`src/rtl/core/mpq_pkg.sv`:
```
// Shared types and constants of the minimum priority queue.
// Used by the controller, the datapath, the top level and the port checker.
`default_nettype none

package mpq_pkg;

	localparam int CAPACITY = 128;
	localparam int IDX_W    = $clog2(CAPACITY);
	localparam int CNT_W    = $clog2(CAPACITY + 1);
	localparam int NODE_W   = 16;
	localparam int DIST_W   = 32;
	localparam int OCC_W    = 8;
	localparam int S_DATA_W = NODE_W + DIST_W;
	localparam int M_DATA_W = NODE_W + DIST_W + OCC_W;

	localparam logic OP_PUSH = 1'b0;
	localparam logic OP_POP  = 1'b1;

	typedef enum logic [1:0] {
		ST_PUSH_OK   = 2'd0,
		ST_PUSH_FULL = 2'd1,
		ST_POP_OK    = 2'd2,
		ST_POP_EMPTY = 2'd3
	} status_t;

	typedef enum logic [2:0] {
		S_IDLE,
		S_SCAN,
		S_SHIFT_SETUP,
		S_SHIFT,
		S_FINISH
	} fsm_state_t;

	typedef struct packed {
		logic signed [DIST_W-1:0] distance;
		logic [NODE_W-1:0]        node;
	} entry_t;

	// Controller to datapath
	typedef struct packed {
		logic accept;
		logic scan_rd;
		logic shift_setup;
		logic shift_rd;
		logic pop_commit;
		logic load_out;
	} ctrl_cmd_t;

	// Datapath to controller
	typedef struct packed {
		logic empty;
		logic scan_done;
		logic shift_done;
		logic out_free;
	} dp_status_t;

endpackage

`default_nettype wire

```
`src/rtl/core/mpq_ctrl.sv`:
```
// Controller state machine of the minimum priority queue.
// Depends on mpq_pkg; drives the datapath through command and status structs.
`default_nettype none

module mpq_ctrl (
	input  wire logic                clk,
	input  wire logic                arst_n,
	input  wire logic                in_valid,
	input  wire logic                in_op,
	output logic                     in_ready,
	input  wire mpq_pkg::dp_status_t sts,
	output mpq_pkg::ctrl_cmd_t       cmd
);

	mpq_pkg::fsm_state_t state_q, state_d;

	// State register
	always_ff @(posedge clk or negedge arst_n) begin
		if (!arst_n) begin
			state_q <= mpq_pkg::S_IDLE;
		end else begin
			state_q <= state_d;
		end
	end

	// Next state and commands
	always_comb begin
		state_d  = state_q;
		cmd      = '0;
		in_ready = 1'b0;
		case (state_q)
			mpq_pkg::S_IDLE: begin
				in_ready = 1'b1;
				if (in_valid) begin
					cmd.accept = 1'b1;
					if (in_op == mpq_pkg::OP_PUSH || sts.empty) begin
						state_d = mpq_pkg::S_FINISH;
					end else begin
						state_d = mpq_pkg::S_SCAN;
					end
				end
			end
			mpq_pkg::S_SCAN: begin
				cmd.scan_rd = 1'b1;
				// last compare happens in the cycle no read is issued
				if (sts.scan_done) begin
					state_d = mpq_pkg::S_SHIFT_SETUP;
				end
			end
			mpq_pkg::S_SHIFT_SETUP: begin
				cmd.shift_setup = 1'b1;
				state_d         = mpq_pkg::S_SHIFT;
			end
			mpq_pkg::S_SHIFT: begin
				cmd.shift_rd = 1'b1;
				if (sts.shift_done) begin
					cmd.pop_commit = 1'b1;
					state_d        = mpq_pkg::S_FINISH;
				end
			end
			mpq_pkg::S_FINISH: begin
				if (sts.out_free) begin
					cmd.load_out = 1'b1;
					state_d      = mpq_pkg::S_IDLE;
				end
			end
			default: begin
				state_d = mpq_pkg::S_IDLE;
			end
		endcase
	end

endmodule

`default_nettype wire

```
`config.mk`:
```
export PLATFORM = sky130hd
export DESIGN_NAME = mpq_ctrl
export DESIGN_NICKNAME = d
export VERILOG_FILES = /design/src/rtl/core/mpq_pkg.sv /design/src/rtl/core/mpq_ctrl.sv
export SDC_FILE = /design/constraint.sdc
export NUM_CORES = 1
export LEC_CHECK = 0
export BUFFER_PORTS_ARGS = -buffer_cell sky130_fd_sc_hd__buf_2
export CORE_AREA = 5 5 42 44
export CTS_CLUSTER_SIZE = 12
export DETAILED_ROUTE_END_ITERATION = 10
export DIE_AREA = 0 0 47 49
export PLACE_DENSITY = 0.36
export SYNTH_ARGS = -nofsm -noshare
export SYNTH_HDL_FRONTEND = slang
export SYNTH_SLANG_ARGS = --single-unit
```
`constraint.sdc`:
```
create_clock -name clk -period 1.38 [get_ports clk]
set_input_delay 0.276 -clock clk [delete_from_list [all_inputs] [get_ports clk]]
set_output_delay 0.276 -clock clk [all_outputs]
set_load 0.05 [all_outputs]
```
---- Word-level counts from Yosys, hierarchy flattened ----
Cells that the tools add are included.
word-level totals
  bits in registers ....................... 3
  bits of input ports ..................... 8
  output and inout port bits .............. 7
  logic and storage cells ................. 28
cells by class
  eq/ne operators ......................... 8
  mux-type cells .......................... 15
  bitwise logic cells ..................... 1
  reduce and logical (&&, ||, !) cells .... 3
operator list
  cell                                                                    count
  3-bit 2-to-1 mux                                                        5
  3-bit case mux with 5 select lines                                      1
  1-bit 2-to-1 mux                                                        8
  2-bit != test (second input constant)                                   4
  3-bit by 2-bit equality test with 1-bit output (second input constant)  2
  4-bit AND reduction                                                     1
  3-bit by 1-bit equality test with 1-bit output (second input constant)  1
  3-bit equality test (second input constant)                             1
  3-bit logical NOT                                                       1
  2-bit 2-to-1 mux                                                        1
  1-bit logical OR                                                        1
  1-bit inverter                                                          1

---- Logic depth before layout (Yosys ltp) ----
  depth after elaboration ................. 5
  depth in mapped cells ................... 3
  mapped depth without buffers ............ 2

---- Worst setup path before layout ----
No wires, ideal clock.
  kind .................................... flip-flop to output port
  start point ............................. register state_q[0]
  end point ............................... output cmd[0] in the netlist's numbering
  arrival ................................. 2.063 ns
  required time ........................... 1.104 ns
  path slack .............................. -0.959 ns
  cell stages (with the launch flop) ...... 3
  path buffers ............................ 1
  cells stage by stage .................... dfrtp_1 buf_2 nor4bb_1
RTL lines
  item                    RTL line        text
  start, declared         mpq_ctrl.sv:15  mpq_pkg::fsm_state_t state_q, state_d;
  start signal, assigned  mpq_ctrl.sv:20  state_q <= mpq_pkg::S_IDLE;
  start signal, assigned  mpq_ctrl.sv:22  state_q <= state_d;
  end, declared           mpq_ctrl.sv:12  output mpq_pkg::ctrl_cmd_t cmd

---- Worst setup path in the final report ----
  start point ............................. register state_q[2]
  end point ............................... output in_ready
on the way
  word-level cells in the longest chain between the ends .. 2
RTL lines
  item               RTL line        text
  3-bit logical NOT  mpq_ctrl.sv:31  case (state_q)
  1-bit 2-to-1 mux   mpq_ctrl.sv:31
  end, declared      mpq_ctrl.sv:10  output logic in_ready,
Every way passes these cells.

==> metrics <==
transition time at the pin with the least slew margin=0.261 ns; routed wirelength normalized by instance count=11.7 um; number of antenna repair diodes=0; number of antenna violations at the first check in global routing=0; cell depth of the worst hold path=3; power after layout=1.10 mW; final instance area=513 um2; ratio of cells with drive above 1 in the final layout=0.739; maximum clock rate=665 MHz; remaining global-route overflow=0; Rows=14; number of endpoints with negative hold slack in the final report=0; fill cell instance count of the final layout=159; final slew viol count=0; Crit path required time=1.10 ns; largest cells by area after synthesis=dfrtp_1, nor3b_1, nor4b_2, buf_6, or4bb_1; die height=49 um; FF/Latch Area=78.8 um2; vias in the first global route=331; number of vias per cell=4.47; Critical R2R Launch=state_q[0]$_DFFE_PN0P_; worst hold margin=0.324 ns; length in cells of the worst reg-to-reg path=3; minimum period implied by the final worst setup slack=1.50 ns; gate count after technology mapping=22; Clock transition at path regs=0.04 ns; static leakage=0.237 nW; DP HPWL=559 um; initial core utilization=0.167; cell area power density=2150 nW/um2; largest driver fanout on the critical path=7; final WL=726 um; GPL Wtd Cong=0.714; level count of the clock H-tree=1; vias after detailed routing=277; area share of the largest cell type after synthesis=0.321; sink count of the clock tree=3; number of buffers added on ports=14; core area=1400 um2; Max-cap violations=0; violations in the final reports=setup timing; final cycle utilization of the critical path=1.09; # IOs=15; pin count of the biggest net entering global routing=9; kind of start point of the critical path=flop; Netlist Area Pre-Place=234 um2; number of endpoints failing setup at the final stage=6; total die area=2300 um2; endpoint of the worst register-to-register path=state_q[0]$_DFFE_PN0P_; Yosys top cell by area=dfrtp_1; area of placed instances=385 um2; setup slack of the critical path after layout=-0.124 ns; leading registers by flop count=state_q: 3 flops; Synth Area per Inst=10.6 um2; number of distinct standard cells referenced by the synthesized netlist=18; area of combinational cells with multiple inputs=189 um2; maximum resistive drop on vdd=0.766 mV; Layout Area Growth over Synthesis=119%; number of nets at the end of the flow=55; Worst Path Arrival=1.23 ns; total global-route track usage=0.0755; flip-flop count of the largest register, all copies and words added=3; DRC Markers=0; Yosys warning total=0; iteration-0 DRC count of the detailed router=1; total clock buffers created by CTS=3; Clock Skew=0.00294 ns; kind of end point of the critical path=primary output; RSZ-0062 raised after global routing=true; clock buffer depth=2; first drt pass iteration count=2; tightest slew margin relative to the limit=0.824; share of the yosys chip area belonging to registers=0.321; wire length of the first global-routing pass=1320 um; Clock Root Buffer=clkbuf_4; Critical Path Start=state_q[2]$_DFFE_PN0P_; worst-case register-to-register setup slack=0.01 ns; TritonCTS clock tree=done; Detail Route Antenna Nets=0; kind of critical path=flop to primary output; post-synth net total=30; synthesized flop and latch total=3; horizontal extent of the die=47 um; worst hold path class=input pin to flop; result of the run=complete, but fails checks; worst skew pair latency=0.23 ns; aggregate negative setup slack=-0.606 ns; Worst Hold Endpoint=state_q[1]$_DFFE_PN0P_; worst setup slack after placement=-0.0419 ns; register bank with the most flops=state_q; startpoint of the worst hold path=sts[2]
-- per-layer routing --
| metal | vias up | part of all wire | track usage |
|---|---|---|---|
| met5 | - | 0 | 0 |
| met4 | 0 | 0 | 0.0138 |
| met3 | 0 | 0.083 | 0.0258 |
| met2 | 11 | 0.53 | 0.124 |
| met1 | 134 | 0.38 | 0.0929 |
| li1 | 132 | - | - |
-- worst max-delay path, stage by stage, from the launching register on --
cell and delay (ns):
dfrtp_2 0.45, buf_6 0.15, nor3_2 0.20, buf_6 0.19
-- placed cells by master (no fill, tap or decap), drive strengths merged --
cell type and instances:
buf 22, clkbuf 4, dfrtp 3, nor3b 2, nor4b 2, and3b 1, nor3 1, and4b 1
nor4bb 1, a21bo 1, nand3b 1, a21oi 1, or4bb 1, or3b 1, a31oi 1, nand2b 1
a211o 1, dlygate4sd3 1
-- worst max path at each step --
stage                           to  slack, ns
after CTS                   cmd[3]      -0.14
final                     in_ready      -0.12
after floorplan             cmd[0]      -0.12
after global routing        cmd[3]      -0.17
after detailed placement    cmd[5]      -0.04
after global placement      cmd[1]      -0.02
-- power by group --
group | internal (mW) | switching [mW] | leakage [nW]
logic | 0.368 | 0.368 | 0.187
registers | 0.126 | 0.0897 | 0.0349
clock network | 0.108 | 0.0441 | 0.0150
total | 0.603 | 0.502 | 0.237
-- logic make-up after synthesis --
group	after synthesis	share of synthesized area
AND/OR/NAND/NOR	12	0.460
AO/OA/AOI/OAI	4	0.128
buffers and inverters	3	0.0909
flip-flops	3	0.321
-- synth_stat cells --
master	count
nor4b_2	1
or4bb_1	1
a21bo_1	1
and3b_2	1
a211o_1	1
nor4bb_1	1
a21oi_1	1
nor3b_1	2
and4b_1	1
buf_6	1
dfrtp_1	3
buf_2	2
a31oi_1	1
nand2b_1	1
nor3_1	1
nand3b_1	1
nor4b_1	1
or3b_1	1
-- layout make-up --
class,instances,area share
clock buffers,4,0.0512
repair buffers,23,0.388
multi-input cells,16,0.368
well taps,16,0.0390
flip-flops and latches,3,0.154
-- stage by stage --
stage	util	std cells
detailed placement	0.275	54
CTS	0.366	62
global route	0.366	62
floorplan	-	22
global placement	0.275	54
finish	0.366	62
-- timing repair --
action,4_1_cts,5_1_grt
pin swaps,3,2
endpoints found under the setup margin,8,8
hold endpoints to repair,3,0
setup buffers,3,0
hold buffers,1,0
resized for setup,23,0
Note: power is estimated with default switching activity, not from simulation.
